<file path="src/hdl/wjm_pkg.sv">
package wjm_pkg;

  localparam logic [1:0] OP_LOAD_A  = 2'd0;
  localparam logic [1:0] OP_LOAD_B  = 2'd1;
  localparam logic [1:0] OP_COMPUTE = 2'd2;

  localparam int unsigned IDENT_W  = 32;
  localparam int unsigned WEIGHT_W = 32;
  localparam int unsigned RATIO_W  = 17;

  // ratio of 1.0 in Q1.16
  localparam logic [RATIO_W-1:0] RATIO_ONE = 17'h10000;

  // one integer bit, then sixteen fraction bits
  localparam logic [4:0] DIV_LAST = 5'd16;

  typedef enum logic [1:0] {
    ST_IDLE,
    ST_WALK,
    ST_DIV,
    ST_FIN
  } state_t;

  typedef struct packed {
    logic load_a;
    logic load_b;
    logic walk_clear;
    logic walk_step;
    logic div_start;
    logic div_step;
    logic publish;
  } cmd_t;

  typedef struct packed {
    logic walk_done;
    logic div_last;
  } status_t;

endpackage

</file>
<file path="src/hdl/wjm_ctrl.sv">
module wjm_ctrl (
  input  logic             clk,
  input  logic             rst,
  input  logic             in_valid,
  output logic             in_stall,
  input  logic [1:0]       op,
  output logic             out_valid,
  input  logic             out_stall,
  input  wjm_pkg::status_t status,
  output wjm_pkg::cmd_t    cmd
);
  import wjm_pkg::*;

  state_t state;
  state_t state_next;
  logic   out_free;
  logic   in_take;

  assign out_free = !out_valid || !out_stall;
  assign in_stall = (state != ST_IDLE);
  assign in_take  = in_valid && (state == ST_IDLE);

  always_ff @(posedge clk) begin
    if (rst) begin
      state     <= ST_IDLE;
      out_valid <= 1'b0;
    end else begin
      state <= state_next;
      if (cmd.publish) begin
        out_valid <= 1'b1;
      end else if (!out_stall) begin
        out_valid <= 1'b0;
      end
    end
  end

  always_comb begin
    state_next = state;
    cmd        = '0;
    unique case (state)
      ST_IDLE: begin
        if (in_take) begin
          cmd.load_a = (op == OP_LOAD_A);
          cmd.load_b = (op == OP_LOAD_B);
          if (op == OP_COMPUTE) begin
            cmd.walk_clear = 1'b1;
            state_next     = ST_WALK;
          end
        end
      end
      ST_WALK: begin
        if (status.walk_done) begin
          cmd.div_start = 1'b1;
          state_next    = ST_DIV;
        end else begin
          cmd.walk_step = 1'b1;
        end
      end
      ST_DIV: begin
        cmd.div_step = 1'b1;
        if (status.div_last) begin
          state_next = ST_FIN;
        end
      end
      ST_FIN: begin
        if (out_free) begin
          cmd.publish = 1'b1;
          state_next  = ST_IDLE;
        end
      end
      default: state_next = ST_IDLE;
    endcase
  end

endmodule

</file>
<file path="config.mk">
export PLATFORM = sky130hd
export DESIGN_NAME = wjm_ctrl
export DESIGN_NICKNAME = d
export VERILOG_FILES = /design/src/hdl/wjm_pkg.sv /design/src/hdl/wjm_ctrl.sv
export SDC_FILE = /design/constraint.sdc
export NUM_CORES = 1
export LEC_CHECK = 0
export BUFFER_PORTS_ARGS = -buffer_cell sky130_fd_sc_hd__buf_2
export CELL_PAD_IN_SITES_DETAIL_PLACEMENT = 0
export CELL_PAD_IN_SITES_GLOBAL_PLACEMENT = 1
export CORE_AREA = 10 10 47 49
export DETAILED_ROUTE_END_ITERATION = 10
export DIE_AREA = 0 0 57 59
export PLACE_DENSITY_LB_ADDON = 0.1
export SLEW_MARGIN = 10
export SYNTH_ARGS = -nofsm -noshare
export SYNTH_HDL_FRONTEND = slang
export SYNTH_SLANG_ARGS = --single-unit
</file>
<file path="constraint.sdc">
create_clock -name clk -period 1.35 [get_ports clk]
set_input_delay 0.27 -clock clk [delete_from_list [all_inputs] [get_ports clk]]
set_output_delay 0.27 -clock clk [all_outputs]
set_load 0.1 [all_outputs]
</file>
# Yosys cells after proc, flatten, opt, wreduce, memory -nomap -nowiden
# Index checks and enable logic that the tools add are counted.
[op_classes] bitwise_logic=0 mul=0 n_mux=17 order_cmp=0 n_eq_ne=11 n_reduce_logical=8 div=0 shift=0 addsub=0
[ops] cell="2-bit 2-to-1 mux" n=6
[ops] cell="1-bit 2-to-1 mux" n=8
[ops] cell="2-bit inequality test, second input constant" n=4
[ops] cell="2-bit case mux with 4 select lines" n=1
[ops] cell="2-bit equality test, second input constant" n=3
[ops] cell="3-bit 2-to-1 mux" n=2
[ops] cell="5-bit AND reduction" n=1
[ops] cell="2-bit by 1-bit equality test with 1-bit output, second input constant" n=2
[ops] cell="2-bit zero test" n=2
[ops] cell="2-bit by 1-bit inequality test with 1-bit output, second input constant" n=2
[ops] cell="1-bit zero test" n=2
[ops] cell="2-bit nonzero test" n=1
[ops] cell="1-bit logical AND" n=1
[ops] cell="1-bit logical OR" n=1
[totals] ff_bits=3 mem_bits_rw=0 mem_count=0 output_inout_bits=9 input_bits=8 romBits=0 latchBits=0

# Longest topological paths before layout
[logic_depth] word_depth=5 ltp_mapped=5 depth_no_buf=5

# Worst setup path after synthesis
# No wires, ideal clock.
[synth_timing] kind="register to output" from="reg out_valid" to="out cmd[0] (netlist name)" stages_incl_launch_ff=2 slack_ns=-1.893 required_time_ns=1.080 arrival_ns=2.973 n_path_buf=0 cell_sequence="dfxtp_1 a21boi_0"
[synth_lines] item="start: declaration" line_no="wjm_ctrl.sv:7" source="output logic out_valid,"
[synth_lines] item="start signal: assignment" line_no="wjm_ctrl.sv:26" source="out_valid <= 1'b0;"
[synth_lines] item="start signal: assignment" line_no="wjm_ctrl.sv:30" source="out_valid <= 1'b1;"
[synth_lines] item="start signal: assignment" line_no="wjm_ctrl.sv:32" source="out_valid <= 1'b0;"
[synth_lines] item="end: declaration" line_no="wjm_ctrl.sv:10" source="output wjm_pkg::cmd_t cmd"

==> flow_summary_export.csv <==
group,metric,value,unit
hold_path,hold_path.class,"input pin to register",
place,dp.cells,67,
power,leakagePower,0.342,nW
global_route,track_usage,6.44,%
cells_and_area,regArea,68.8,µm²
global_route,grt_max_degree,6,
outcome,violations,"setup timing",
clock_network,clock_latency,0.23,ns
drt,num_vias,339,
cells_and_area,multi_input_area,325,µm²
yosys,synth_nets,43,
clock_network,tritoncts,"built",
timing,clock.fmax,639,MHz
critical_path,critical_path_required,1.08,ns
power,comb_power_share,79.0,%
cells_and_area,final_layout_size_suffix_gt1_share,81.0,%
timing,hold_slack,0.236,ns
critical_path,max_stage_delay,0.36,ns
yosys,synth_edf_count,0,
yosys,ys_seq_elements,3,
clock_network,clkTransAtPathRegs,0.04,ns
timing,slew_viol_final,0,
flow_run,cap_violations,0,
cells_and_area,fin_cells,79,
timing,slew-limit-headroom,78.9,%
yosys,synth_cell_types,18,
yosys,async_flop_share,0,%
clock_network,root_buffer,"clkbuf_4",
yosys,synth_top_family_by_area,"simple AND/OR/NAND/NOR gates",
critical_path,path_cells,"inv_4, ha_4, nand2_4, nor3b_4, buf_12",
critical_path,critPathLaunch,"state[0]",
timing,tightestPinTransition,0.317,ns
yosys,muxShareOfSynthArea,6.75,%
floorplan,rows,14,
yosys,yosys.area_share.simple,32.1,%
critical_path,cp_num_buf_inv,2,
yosys,avgSynthCellArea,9.88,µm²
cells_and_area,nNetsFinal,77,
global_route,antenna_found_initial,0,
clock_network,cts_hold_buffers,0,
critical_path,reg2reg_from,"state[0]",
yosys,synthXorXnorAreaFrac,0,%
critical_path,critPathCaptureType,"output pin",
timing,layout_setup_ws,-0.215,ns
floorplan,core-area,1400,µm²
drt,wl_per_cell,12.4,µm
drt,wl,976,µm
critical_path,path_max_fanout,3,
drt,ant_nets,0,
cells_and_area,fillers,131,
clock_network,cts_inserted_buffers,3,
cells_and_area,diodes,0,
critical_path,arrival,1.29,ns
yosys,synth_flop_cell,"dfxtp_1",
floorplan,initial_utilization,21.2,%
clock_network,clock_path_buffers,2,
global_route,grt_pass1_vias,384,
timing,rsz0062_at_grt,"yes",
floorplan,io_pins,17,
timing,finalCritPeriodShare,116,%
place,gp_congestion,0.691,
floorplan,die_h,59,µm
critical_path,critPathKind,"register to output pin",
clock_network,htree_levels,1,
place,dpl.hpwl,796,µm
yosys,synthCells,30,
place,pre_cts_slack,-0.101,ns
power,intPower,0.000772,W
floorplan,dieArea,3360,µm²
power,seq_power_share,10.7,%
drt,drc,0,
yosys,synth_compound_area_share,16.0,%
timing,min_period,1.56,ns
drt,via_per_inst,4.29,
critical_path,critPathLaunchType,"register",
power,p_clk_share,10.4,%
global_route,grt_pass1_wl,1.72,mm
critical_path,rrSetupSlack,-0.18,ns
timing,setup_viol,10,
timing,final_hold_viol_count,0,
yosys,synth_area,297,µm²
power,ir_worst_vdd,1020,µV
global_route,overflow,0,
outcome,outcome,"finished with violations",
power,power.share.switching,48.8,%
drt,drt_iter0_drc,1,
floorplan,chipWidth,57,µm
yosys,yosysSeqAreaShare,20.3,%
cells_and_area,syn_to_final_growth,164,%
clock_network,cts_sinks,3,
drt,first_pass_iters,2,
yosys,yosys.area_share.adder,21.1,%
critical_path,slowest_stage,"dfxtp_4",
yosys,ys.warnings.count,0,
power,power-per-cell-area,1930,nW/µm²
critical_path,critical-path-top-delay-family,"flip-flops",
place,io_buffers,16,
hold_path,hold_start,"rst",
power,power_switching,0.000736,W
timing,worst_clock_skew,0.00326,ns
synthesized netlist by cell type, types with 2 or more instances:
cell | count | share of area, %
ha_1 | 5 | 21
inv_1 | 3 | 3.8
nand2b_1 | 3 | 6.3
mux2i_1 | 2 | 6.8
dfxtp_1 | 3 | 20
nor3b_1 | 2 | 5.1
kinds of logic (layout without fill, tap and decap cells):
group / Yosys count / count (layout)
buffers and inverters: 3 / 36
AND/OR/NAND/NOR: 13 / 13
AO/OA/AOI/OAI: 4 / 4
multiplexers: 2 / 2
flip-flops: 3 / 3
adder cells (fa/ha/maj): 5 / 5
layer usage:
metal | share of wire (%) | vias to the layer above | wire length (µm) | global-route usage, %
met3 | 10 | 2 | 101 | 3.65
met4 | 0.61 | 0 | 6 | 4.03
met5 | 0 | - | 0 | 0
li1 | - | 170 | - | -
met2 | 57 | 11 | 556 | 11.8
met1 | 32 | 156 | 313 | 5.23
cell type report:
type	instances	area share, %
tap	16	2.56
sequential	3	8.79
multi-input combinational	24	41.5
clock buffer	4	3.35
timing repair buffer	29	41.4
inverter	3	2.40
registers in the layout (all words and copies together), names as in the netlist:
signal     count
state          2
out_valid      1
power by group through the flow:
stage	Clock [W]	Sequential (W)	Combinational [W]
after global placement	0	0.000142	0.00102
after global routing	0.000176	0.000163	0.00125
after detailed placement	0	0.000148	0.00103
after CTS	0.000167	0.000153	0.00118
after floorplan	0	0.000148	0.000677
final	0.000156	0.000161	0.00119
through the flow:
step	TNS, ns	instance area [µm²]	util, %	total power [W]
2_1_floorplan	-1.92	377	-	0.000825
3_3_place_gp	-0.0911	649	46.3	0.00116
3_5_place_dp	-0.241	649	46.3	0.00118
4_1_cts	-1.81	763	54.5	0.00150
5_1_grt	-2.22	783	55.9	0.00159
6_report	-1.66	783	55.9	0.00151
path summary, 6_finish.rpt:
kind,to,cells after the start
worst max-delay path,cmd[5],5
worst min-delay path,out_valid,2
worst max register to register,state[1],6
worst min register to register,out_valid,2
what timing repair did:
action / 4_1_cts / 5_1_grt
setup endpoints to repair: 10 / 10
buffers inserted: 7 / 1
pin swaps: 5 / 1
gates resized for setup: 9 / 4
layout by cell type (no fill, tap or decap):
master	netlist	final
buf_4	0	10
buf_12	0	9
buf_2	0	7
inv_4	0	3
nand2b_1	3	3
ha_4	0	3
clkbuf_4	0	3
buf_6	0	3
nor3b_4	0	2
mux2i_1	2	2
ha_1	5	2
dfxtp_4	0	2
a21boi_4	0	1
nand2_4	0	1
nor2b_4	0	1
nor3_4	0	1
and2_4	0	1
a21oi_1	1	1
nor2_1	1	1
nand3b_4	1	1
and2b_4	1	1
and3_1	1	1
a2111oi_4	1	1
o21bai_1	1	1
clkbuf_1	0	1
dfxtp_2	0	1
Power figures use the tool's default switching activity.
